## src/rtl/adsr_pkg.sv

```systemverilog
// ----------------------------------------------------------------------------
// adsr_pkg
// Shared types, command and phase codes, and constants of the ADSR envelope
// generator.
// ----------------------------------------------------------------------------
package adsr_pkg;

  // Default number of voices held by the generator.
  localparam int VOICES_DEF = 8;

  // Command codes carried on the request channel.
  localparam logic [1:0] CMD_TICK     = 2'd0;
  localparam logic [1:0] CMD_NOTE_ON  = 2'd1;
  localparam logic [1:0] CMD_NOTE_OFF = 2'd2;

  // Envelope phase codes.
  localparam logic [1:0] PH_ATTACK  = 2'd0;
  localparam logic [1:0] PH_DECAY   = 2'd1;
  localparam logic [1:0] PH_SUSTAIN = 2'd2;
  localparam logic [1:0] PH_RELEASE = 2'd3;

  // Envelope level limit and the attack step numerator.
  localparam logic [7:0] LEVEL_MAX  = 8'd255;
  localparam logic [8:0] ATTACK_NUM = 9'd256;

  // Shared divider operand widths.
  localparam int DIV_DVD_W = 9;
  localparam int DIV_DVS_W = 8;

  // Complete state of one voice.
  typedef struct packed {
    logic [7:0] level;
    logic [1:0] phase;
    logic       gate;
    logic       active;
    logic [7:0] attack;
    logic [7:0] decay;
    logic [7:0] sustain;
    logic [7:0] release_t;
  } voice_state_t;

endpackage

```

## src/rtl/adsr_div.sv

```systemverilog
// ----------------------------------------------------------------------------
// adsr_div
// Restoring unsigned divider that produces one quotient bit per cycle.
// ----------------------------------------------------------------------------
module adsr_div (
  input  logic                            clk,
  input  logic                            rst_n,
  input  logic                            start,
  input  logic [adsr_pkg::DIV_DVD_W-1:0]  dividend,
  input  logic [adsr_pkg::DIV_DVS_W-1:0]  divisor,
  output logic                            busy,
  output logic                            done,
  output logic [adsr_pkg::DIV_DVD_W-1:0]  quotient
);

  localparam int DVD_W = adsr_pkg::DIV_DVD_W;
  localparam int DVS_W = adsr_pkg::DIV_DVS_W;
  localparam int CNT_W = $clog2(DVD_W + 1);

  logic [DVS_W-1:0] rem_r;
  logic [DVS_W-1:0] dvs_r;
  logic [DVD_W-1:0] quo_r;
  logic [CNT_W-1:0] cnt_r;
  logic             busy_r;
  logic             done_r;

  logic [DVS_W:0]   trial;
  logic             fits;
  logic [DVS_W:0]   diff;

  // The dividend shifts out of quo_r from the top while quotient bits enter
  // at the bottom.
  assign trial = {rem_r, quo_r[DVD_W-1]};
  assign fits  = (trial >= {1'b0, dvs_r});
  assign diff  = trial - {1'b0, dvs_r};

  always_ff @(posedge clk) begin
    if (!rst_n) begin
      busy_r <= 1'b0;
      done_r <= 1'b0;
      cnt_r  <= '0;
    end else begin
      done_r <= 1'b0;
      if (start) begin
        busy_r <= 1'b1;
        cnt_r  <= CNT_W'(DVD_W);
      end else if (busy_r) begin
        cnt_r <= cnt_r - 1'b1;
        if (cnt_r == CNT_W'(1)) begin
          busy_r <= 1'b0;
          done_r <= 1'b1;
        end
      end
    end
  end

  always_ff @(posedge clk) begin
    if (start) begin
      rem_r <= '0;
      dvs_r <= divisor;
      quo_r <= dividend;
    end else if (busy_r) begin
      rem_r <= fits ? diff[DVS_W-1:0] : trial[DVS_W-1:0];
      quo_r <= {quo_r[DVD_W-2:0], fits};
    end
  end

  assign busy     = busy_r;
  assign done     = done_r;
  assign quotient = quo_r;

endmodule

```

## src/rtl/adsr_vbank.sv

```systemverilog
// ----------------------------------------------------------------------------
// adsr_vbank
// Per-voice envelope state with one read port, one write port and the
// active flags of all voices.
// ----------------------------------------------------------------------------
module adsr_vbank #(
  parameter int VOICES = adsr_pkg::VOICES_DEF,
  parameter int VW     = (VOICES > 1) ? $clog2(VOICES) : 1
) (
  input  logic                   clk,
  input  logic                   rst_n,
  input  logic [VW-1:0]          rd_addr,
  output adsr_pkg::voice_state_t rd_data,
  input  logic                   wr_en,
  input  logic [VW-1:0]          wr_addr,
  input  adsr_pkg::voice_state_t wr_data,
  output logic [VOICES-1:0]      active_vec
);

  adsr_pkg::voice_state_t mem_r [VOICES];

  always_ff @(posedge clk) begin
    if (!rst_n) begin
      for (int i = 0; i < VOICES; i++) begin
        mem_r[i] <= '0;
      end
    end else if (wr_en) begin
      mem_r[wr_addr] <= wr_data;
    end
  end

  assign rd_data = (int'(rd_addr) < VOICES) ? mem_r[rd_addr] : '0;

  always_comb begin
    for (int i = 0; i < VOICES; i++) begin
      active_vec[i] = mem_r[i].active;
    end
  end

endmodule

```

## src/rtl/adsr_envelope_generator.sv

```systemverilog
// ----------------------------------------------------------------------------
// adsr_envelope_generator
// Multi-voice ADSR envelope generator stepped by a small sequencer around
// one shared iterative divider.
// ----------------------------------------------------------------------------
// Usage:
// A request on the in_ channel carries a command. A note on loads a voice's
// attack, decay, sustain and release times and restarts its envelope from
// level 0 in the attack phase. A note off drops the gate and forces release.
// Both return exactly one result for the addressed voice, with out_last set.
// A tick steps every active voice once, in ascending voice order, and
// returns one result per stepped voice; the final one carries out_last. A
// tick with no active voice, an unused command code, or a voice number
// beyond the voice count returns nothing.
// Timing: the block takes one request at a time and holds in_stall high
// until all of its results are taken. A note command is answered in the
// cycle after acceptance. During a tick each inactive voice only passes
// through a scan step, and each active voice passes through a scan step, a
// division in the shared divider where needed (one quotient bit per cycle),
// and the output, where its written-back result waits until it is taken.
// Sustain steps and zero times skip the divider.
// Reset clears every voice to idle, level 0, attack phase, all times zero.
// When the receiver stalls, the current result holds on the out_ ports and
// the sequencer waits; no voice is stepped until that result is taken.
// ----------------------------------------------------------------------------
module adsr_envelope_generator #(
  parameter int VOICES = adsr_pkg::VOICES_DEF
) (
  input  logic       clk,
  input  logic       rst_n,
  input  logic       in_valid,
  output logic       in_stall,
  input  logic [1:0] in_cmd,
  input  logic [2:0] in_voice_sel,
  input  logic [7:0] in_attack_in,
  input  logic [7:0] in_decay_in,
  input  logic [7:0] in_sustain_in,
  input  logic [7:0] in_release_in,
  output logic       out_valid,
  input  logic       out_stall,
  output logic [2:0] out_voice_out,
  output logic [7:0] out_level_out,
  output logic [1:0] out_phase_out,
  output logic       out_voice_active,
  output logic       out_last
);

  localparam int VW = (VOICES > 1) ? $clog2(VOICES) : 1;
  localparam logic [VW-1:0] LAST_VOICE = VW'(VOICES - 1);

  typedef enum logic [1:0] {
    S_IDLE,
    S_SCAN,
    S_DIV,
    S_OUT
  } state_t;

  state_t        state_r, state_nxt;
  logic [VW-1:0] ptr_r, ptr_nxt;
  logic [2:0]    out_voice_r, out_voice_nxt;
  logic [7:0]    out_level_r, out_level_nxt;
  logic [1:0]    out_phase_r, out_phase_nxt;
  logic          out_active_r, out_active_nxt;
  logic          out_last_r, out_last_nxt;

  logic                   in_accept;
  logic [VW-1:0]          sel_idx;
  logic                   sel_ok;
  logic [VW-1:0]          rd_addr;
  adsr_pkg::voice_state_t rd;
  logic [VOICES-1:0]      active_vec;
  logic                   wr_en;
  logic [VW-1:0]          wr_addr;
  adsr_pkg::voice_state_t wr_data;

  logic                   div_start;
  logic [8:0]             div_dvd;
  logic [7:0]             div_dvs;
  logic                   div_busy;
  logic                   div_done;
  logic [8:0]             div_q;

  logic                   need_div;
  adsr_pkg::voice_state_t stepped;
  logic                   later_active;

  assign in_accept = in_valid && !in_stall;
  assign sel_idx   = VW'(in_voice_sel);
  assign sel_ok    = (int'(in_voice_sel) < VOICES);
  // The only read port follows the request in idle and the scan pointer
  // otherwise.
  assign rd_addr   = (state_r == S_IDLE) ? sel_idx : ptr_r;

  adsr_vbank #(
    .VOICES (VOICES),
    .VW     (VW)
  ) u_vbank (
    .clk        (clk),
    .rst_n      (rst_n),
    .rd_addr    (rd_addr),
    .rd_data    (rd),
    .wr_en      (wr_en),
    .wr_addr    (wr_addr),
    .wr_data    (wr_data),
    .active_vec (active_vec)
  );

  adsr_div u_div (
    .clk      (clk),
    .rst_n    (rst_n),
    .start    (div_start),
    .dividend (div_dvd),
    .divisor  (div_dvs),
    .busy     (div_busy),
    .done     (div_done),
    .quotient (div_q)
  );

  // Operands for the shared divider, chosen by the phase of the scanned voice.
  // The divider is only needed when the time is nonzero and, in decay, when
  // the level still sits above the sustain level.
  always_comb begin
    need_div = 1'b0;
    div_dvd  = {1'b0, rd.level};
    div_dvs  = rd.release_t;
    case (rd.phase)
      adsr_pkg::PH_ATTACK: begin
        need_div = (rd.attack != 8'd0);
        div_dvd  = adsr_pkg::ATTACK_NUM;
        div_dvs  = rd.attack;
      end
      adsr_pkg::PH_DECAY: begin
        need_div = (rd.decay != 8'd0) && (rd.level > rd.sustain);
        div_dvd  = {1'b0, rd.level - rd.sustain};
        div_dvs  = rd.decay;
      end
      adsr_pkg::PH_SUSTAIN: begin
        need_div = 1'b0;
      end
      default: begin
        need_div = (rd.release_t != 8'd0);
      end
    endcase
  end

  // One envelope step of the scanned voice. The quotient is only looked at
  // on the paths that asked for a division.
  always_comb begin
    logic [9:0] sum;
    logic [8:0] rate;
    logic [8:0] lower;
    stepped = rd;
    sum     = {2'b00, rd.level} + {1'b0, div_q};
    rate    = (div_q == 9'd0) ? 9'd1 : div_q;
    lower   = {1'b0, rd.level} - rate;
    case (rd.phase)
      adsr_pkg::PH_ATTACK: begin
        if (rd.attack == 8'd0 || sum >= {2'b00, adsr_pkg::LEVEL_MAX}) begin
          stepped.level = adsr_pkg::LEVEL_MAX;
          stepped.phase = adsr_pkg::PH_DECAY;
        end else begin
          stepped.level = sum[7:0];
        end
      end
      adsr_pkg::PH_DECAY: begin
        // A level at or under sustain always lands on sustain in one step.
        if (rd.decay == 8'd0 || rd.level <= rd.sustain ||
            lower <= {1'b0, rd.sustain}) begin
          stepped.level = rd.sustain;
          stepped.phase = adsr_pkg::PH_SUSTAIN;
        end else begin
          stepped.level = lower[7:0];
        end
      end
      adsr_pkg::PH_SUSTAIN: begin
        if (!rd.gate) begin
          stepped.phase = adsr_pkg::PH_RELEASE;
        end
      end
      default: begin
        if (rd.release_t == 8'd0 || {1'b0, rd.level} < rate) begin
          stepped.level = 8'd0;
        end else begin
          stepped.level = lower[7:0];
        end
      end
    endcase
    if (stepped.level == 8'd0 && stepped.phase == adsr_pkg::PH_RELEASE) begin
      stepped.active = 1'b0;
      stepped.gate   = 1'b0;
    end
  end

  // Any active voice above the pointer means the current result is not last.
  always_comb begin
    later_active = 1'b0;
    for (int i = 0; i < VOICES; i++) begin
      if (i > int'(ptr_r) && active_vec[i]) begin
        later_active = 1'b1;
      end
    end
  end

  always_comb begin
    state_nxt      = state_r;
    ptr_nxt        = ptr_r;
    out_voice_nxt  = out_voice_r;
    out_level_nxt  = out_level_r;
    out_phase_nxt  = out_phase_r;
    out_active_nxt = out_active_r;
    out_last_nxt   = out_last_r;
    wr_en          = 1'b0;
    wr_addr        = ptr_r;
    wr_data        = stepped;
    div_start      = 1'b0;
    case (state_r)
      S_IDLE: begin
        if (in_accept) begin
          if (in_cmd == adsr_pkg::CMD_TICK) begin
            ptr_nxt   = '0;
            state_nxt = S_SCAN;
          end else if (sel_ok && (in_cmd == adsr_pkg::CMD_NOTE_ON ||
                                  in_cmd == adsr_pkg::CMD_NOTE_OFF)) begin
            wr_en   = 1'b1;
            wr_addr = sel_idx;
            wr_data = rd;
            if (in_cmd == adsr_pkg::CMD_NOTE_ON) begin
              wr_data.attack    = in_attack_in;
              wr_data.decay     = in_decay_in;
              wr_data.sustain   = in_sustain_in;
              wr_data.release_t = in_release_in;
              wr_data.level     = 8'd0;
              wr_data.phase     = adsr_pkg::PH_ATTACK;
              wr_data.gate      = 1'b1;
              wr_data.active    = 1'b1;
            end else begin
              wr_data.gate  = 1'b0;
              wr_data.phase = adsr_pkg::PH_RELEASE;
            end
            out_voice_nxt  = in_voice_sel;
            out_level_nxt  = wr_data.level;
            out_phase_nxt  = wr_data.phase;
            out_active_nxt = wr_data.active;
            out_last_nxt   = 1'b1;
            state_nxt      = S_OUT;
          end
        end
      end
      S_SCAN: begin
        if (!rd.active) begin
          if (ptr_r == LAST_VOICE) begin
            state_nxt = S_IDLE;
          end else begin
            ptr_nxt = ptr_r + 1'b1;
          end
        end else if (need_div) begin
          div_start = 1'b1;
          state_nxt = S_DIV;
        end else begin
          wr_en          = 1'b1;
          out_voice_nxt  = 3'(ptr_r);
          out_level_nxt  = stepped.level;
          out_phase_nxt  = stepped.phase;
          out_active_nxt = stepped.active;
          out_last_nxt   = !later_active;
          state_nxt      = S_OUT;
        end
      end
      S_DIV: begin
        if (div_done) begin
          wr_en          = 1'b1;
          out_voice_nxt  = 3'(ptr_r);
          out_level_nxt  = stepped.level;
          out_phase_nxt  = stepped.phase;
          out_active_nxt = stepped.active;
          out_last_nxt   = !later_active;
          state_nxt      = S_OUT;
        end
      end
      S_OUT: begin
        if (!out_stall) begin
          if (out_last_r) begin
            state_nxt = S_IDLE;
          end else begin
            ptr_nxt   = ptr_r + 1'b1;
            state_nxt = S_SCAN;
          end
        end
      end
      default: begin
        state_nxt = S_IDLE;
      end
    endcase
  end

  always_ff @(posedge clk) begin
    if (!rst_n) begin
      state_r    <= S_IDLE;
      ptr_r      <= '0;
      out_last_r <= 1'b0;
    end else begin
      state_r    <= state_nxt;
      ptr_r      <= ptr_nxt;
      out_last_r <= out_last_nxt;
    end
    out_voice_r  <= out_voice_nxt;
    out_level_r  <= out_level_nxt;
    out_phase_r  <= out_phase_nxt;
    out_active_r <= out_active_nxt;
  end

  assign in_stall         = (state_r != S_IDLE);
  assign out_valid        = (state_r == S_OUT);
  assign out_voice_out    = out_voice_r;
  assign out_level_out    = out_level_r;
  assign out_phase_out    = out_phase_r;
  assign out_voice_active = out_active_r;
  assign out_last         = out_last_r;

  // The divider only runs while the sequencer waits for it.
  a_div_owned: assert property (@(posedge clk) disable iff (!rst_n)
    div_busy |-> (state_r == S_DIV))
    else $error("divider busy outside the divide state");

  // Taking the final result of a request frees the request channel.
  a_last_frees: assert property (@(posedge clk) disable iff (!rst_n)
    (out_valid && !out_stall && out_last) |=> (!out_valid && !in_stall))
    else $error("block not idle after last result");

  // A voice reported idle has always finished its release at level zero.
  a_idle_silent: assert property (@(posedge clk) disable iff (!rst_n)
    (out_valid && !out_voice_active) |->
      (out_level_out == 8'd0 && out_phase_out == adsr_pkg::PH_RELEASE))
    else $error("idle voice reported with nonzero level or wrong phase");

endmodule

```

## config.mk

```make
export PLATFORM = sky130hd
export DESIGN_NAME = adsr_envelope_generator
export DESIGN_NICKNAME = d
export VERILOG_FILES = /design/src/rtl/adsr_pkg.sv /design/src/rtl/adsr_div.sv /design/src/rtl/adsr_vbank.sv /design/src/rtl/adsr_envelope_generator.sv
export SDC_FILE = /design/constraint.sdc
export NUM_CORES = 1
export LEC_CHECK = 0
export ABC_AREA = 1
export BUFFER_PORTS_ARGS = -buffer_cell sky130_fd_sc_hd__buf_2
export CAP_MARGIN = 20
export CORE_MARGIN = 2
export CORE_UTILIZATION = 25
export DETAILED_ROUTE_END_ITERATION = 6
export GPL_ROUTABILITY_DRIVEN = 1
export GPL_TIMING_DRIVEN = 0
export HOLD_SLACK_MARGIN = 0.15
export PLACE_DENSITY_LB_ADDON = 0.1
export REMOVE_ABC_BUFFERS = 1
export SLEW_MARGIN = 20
export SYNTH_ARGS = -nofsm -noshare
export SYNTH_HDL_FRONTEND = slang
export SYNTH_SLANG_ARGS = --single-unit
```

## constraint.sdc

```tcl
create_clock -name clk -period 9.45 [get_ports clk]
set_input_delay 0.945 -clock clk [delete_from_list [all_inputs] [get_ports clk]]
set_output_delay 0.945 -clock clk [all_outputs]
set_load 0.02 [all_outputs]
```

==> impl_metrics.env <==
export IMPL_synth_xor_area_frac=0.006087
export IMPL_worstPathMaxFanout=59
export IMPL_synth_mux_area_frac=0
export IMPL_ant_nets=0
export IMPL_crit_path_end_kind="register"
export IMPL_ys_types=53
export IMPL_post_cts_buffers=0
export IMPL_gp_congestion=0.8558
export IMPL_hold_path_class="register to register"
export IMPL_drv_slew=0
export IMPL_ctsResizeCount=0
export IMPL_layout_setup_ws_ns=1.600
export IMPL_synth_compound_area_frac=0.07890
export IMPL_worstPathArrival_ns=8.16
export IMPL_drtIter0Drc=1163
export IMPL_finalClockSkew_ns=0.02584
export IMPL_grt_pass1_wl_um=114800
export IMPL_r2r_start="state_r[0]$_SDFFE_PN0P_"
export IMPL_vias=17270
export IMPL_fin_setup_tns_ns=0
export IMPL_fin_area_sq_um=25030
export IMPL_place_area_sq_um=23510
export IMPL_cts_path_max_buffers=3
export IMPL_syn_to_final_growth_pct=15.96
export IMPL_synth_largest_area_cell="edfxtp_1"
export IMPL_reg2reg_slack_ns=1.60
export IMPL_layout_drive_gt1_share=0.07588
export IMPL_synth_edf_count=383
export IMPL_io_pins=58
export IMPL_antenna_found_initial=0
export IMPL_wire_per_inst_um=21.20
export IMPL_synth_top_family_by_area="simple AND/OR/NAND/NOR gates"
export IMPL_die_y_um=297.8
export IMPL_min_delay_start="u_div.cnt_r[2]$_SDFFE_PP0P_"
export IMPL_netlist_top_cells_area="edfxtp_1 53%, nor2_1 8.1%, nand2_1 8.1%"
export IMPL_nFillCells=9205
export IMPL_status="finished, final reports clean"
export IMPL_synthSimpleGateAreaFrac=0.2471
export IMPL_rsz0062_at_grt="no"
export IMPL_syn_inst=2468
export IMPL_synth_warnings=0
export IMPL_clk_pin_slew_ns=0.06
export IMPL_worstSkewPairLatency_ns=0.59
export IMPL_period_needed_ns=7.850
export IMPL_via_per_inst=4.718
export IMPL_whs_ns=0.4659
export IMPL_synthAdderAreaFrac=0.03386
export IMPL_hold_path_end="u_div.cnt_r[2]$_SDFFE_PP0P_"
export IMPL_grtUsageTotal=0.1735
export IMPL_fin_nets=2580
export IMPL_numPortBuffers=57
export IMPL_hpwl_um=45690
export IMPL_hold_viol=0
export IMPL_antenna_cells=0
export IMPL_seq_area_frac_synth=0.5515
export IMPL_num_rows=107
export IMPL_cts_tree="done"
export IMPL_reg2reg_depth=27
export IMPL_required_ns=9.76
export IMPL_grt_pass1_vias=17170
export IMPL_period_share=0.8307
export IMPL_max_slew_margin_rel=0.2927
export IMPL_hold_buffers=0
export IMPL_first_pass_iters=5
export IMPL_fmax_mhz=127.4
export IMPL_pre_cts_ws_ns=1.510
export IMPL_start_util=0.2527
export IMPL_avgSynthCellArea_sq_um=8.745
export IMPL_core_sq_um=85410
export IMPL_cts_sinks=403
export IMPL_maxCapViolations=0
export IMPL_final_cell_mix="468 x nor2_1, 458 x nand2_1, 383 x edfxtp_1"
export IMPL_drc=0
export IMPL_numCtsBuffers=50
export IMPL_worst_pin_slew_ns=1.050
export IMPL_cts_max_level=2
export IMPL_synth_flop_cell="edfxtp_1"
export IMPL_fp_dieArea_sq_um=88690
export IMPL_overflow=0
export IMPL_critPathKind="register to register"
export IMPL_routed_wl_um=77600
export IMPL_synth_top_area_frac=0.5329
export IMPL_final_common_cell="nor2_1"
export IMPL_dieWidth_um=297.8
export IMPL_grt_start_max_net_pins=88
export IMPL_synth_seq_cells=403
export IMPL_finalSetupViolations=0
export IMPL_cts_root_buf="clkbuf_16"
export IMPL_reg2reg_to="u_vbank.mem_r[6][8]$_SDFFCE_PN0P_"
export IMPL_syn_cell_area_sq_um=21580
export IMPL_whs_path_depth=2
export IMPL_start_kind="register"
export IMPL_async_flop_share=0
-- registers in the layout, indices dropped and copies added (netlist names) --
name,count
u_div.rem_r,8
u_div.done,1
state_r,2
ptr_r,3
out_last,1
u_div.dvs_r,8
u_div.busy,1
out_level_out,8
u_div.quotient,9
out_phase_out,2
out_voice_out,3
u_div.cnt_r,4
u_vbank.mem_r,352
out_voice_active,1
-- metal layers --
layer	global-route usage	vias to the layer above	wire length, um
li1	-	8239	-
met1	0.2340	8513	35620
met2	0.2976	430	37270
met3	0.01991	90	3222
met4	0.03924	0	1497
met5	0	-	0
-- kinds of logic after synthesis --
kind of cell | after synthesis
AO/OA/AOI/OAI | 296
AND/OR/NAND/NOR | 1257
buffers and inverters | 441
adder cells (fa/ha/maj) | 56
XOR/XNOR | 15
flip-flops | 403
-- critical path, cell delays in order (launching register included) --
cell     delay [ns]
dfxtp_1        0.34
inv_1          0.12
ha_1           0.62
inv_4          0.13
nand2_4        0.56
nand2_8        0.46
buf_16         0.37
o21ai_0        0.19
o22ai_1        0.09
nand2_1        0.06
o21a_1         0.20
inv_1          0.11
ha_1           0.26
fa_1           0.48
o21ai_0        0.28
inv_1          0.09
nor2_1         0.10
o32a_1         0.45
nand3_1        0.17
nand3_1        0.12
o21ai_2        0.11
nand2_1        0.11
nand3_1        0.11
nand3_4        0.15
nor2_8         0.07
nand2_4        0.69
nand2_4        0.58
buf_12         0.36
-- cells in the mapped netlist (3+ instances only) --
cell	number
nand2_1	466
clkbuf_1	43
o211ai_1	3
o21a_1	8
xor2_1	12
nand4_1	19
edfxtp_1	383
buf_1	4
o21ai_0	143
buf_4	8
nand3_1	252
nand2_2	5
inv_2	6
o21ai_1	11
o21bai_1	3
a211oi_1	4
o31ai_1	4
o21ai_2	6
buf_2	63
o22ai_1	20
a21oi_1	62
o221ai_1	16
nand2_4	11
nor3_1	3
nor2_1	468
inv_1	313
dfxtp_1	20
nand3b_1	22
a2bb2oi_1	4
fa_1	4
ha_1	52
xnor2_1	3
-- layout make-up --
cell class	count	area (sq um)	share of cell area
Clock buffer	59	1285	0.05134
Clock inverter	27	236.5	0.009449
Inverter	321	1212	0.04845
Multi-Input combinational cell	1624	8016	0.3203
Sequential cell	403	11900	0.4756
Tap cell	1144	1431	0.05719
Timing Repair Buffer	83	943.4	0.03770
-- through the flow --
stage | cells | utilization
floorplan | 2348 | -
global placement | 3549 | 0.2660
detailed placement | 3575 | 0.2752
CTS | 3661 | 0.2930
global route | 3661 | 0.2930
finish | 3661 | 0.2930
-- worst max path at each step --
stage | from | end | slack, ns
floorplan | state_r[0]$_SDFFE_PN0P_ | u_vbank.mem_r[3][0]$_SDFFCE_PN0P_ | 2.67
global placement | state_r[0]$_SDFFE_PN0P_ | u_vbank.mem_r[7][19]$_SDFFCE_PN0P_ | -3.53
detailed placement | state_r[0]$_SDFFE_PN0P_ | u_vbank.mem_r[6][13]$_SDFFCE_PN0P_ | 1.51
CTS | state_r[0]$_SDFFE_PN0P_ | u_vbank.mem_r[6][41]$_SDFFCE_PN0P_ | 1.49
global route | state_r[0]$_SDFFE_PN0P_ | u_vbank.mem_r[3][27]$_SDFFCE_PN0P_ | 1.07
finish | state_r[0]$_SDFFE_PN0P_ | u_vbank.mem_r[6][8]$_SDFFCE_PN0P_ | 1.60
Power is left out: the tool's default activity adds up to more than one toggle a clock period on the data nets, which glitch-free logic cannot reach.
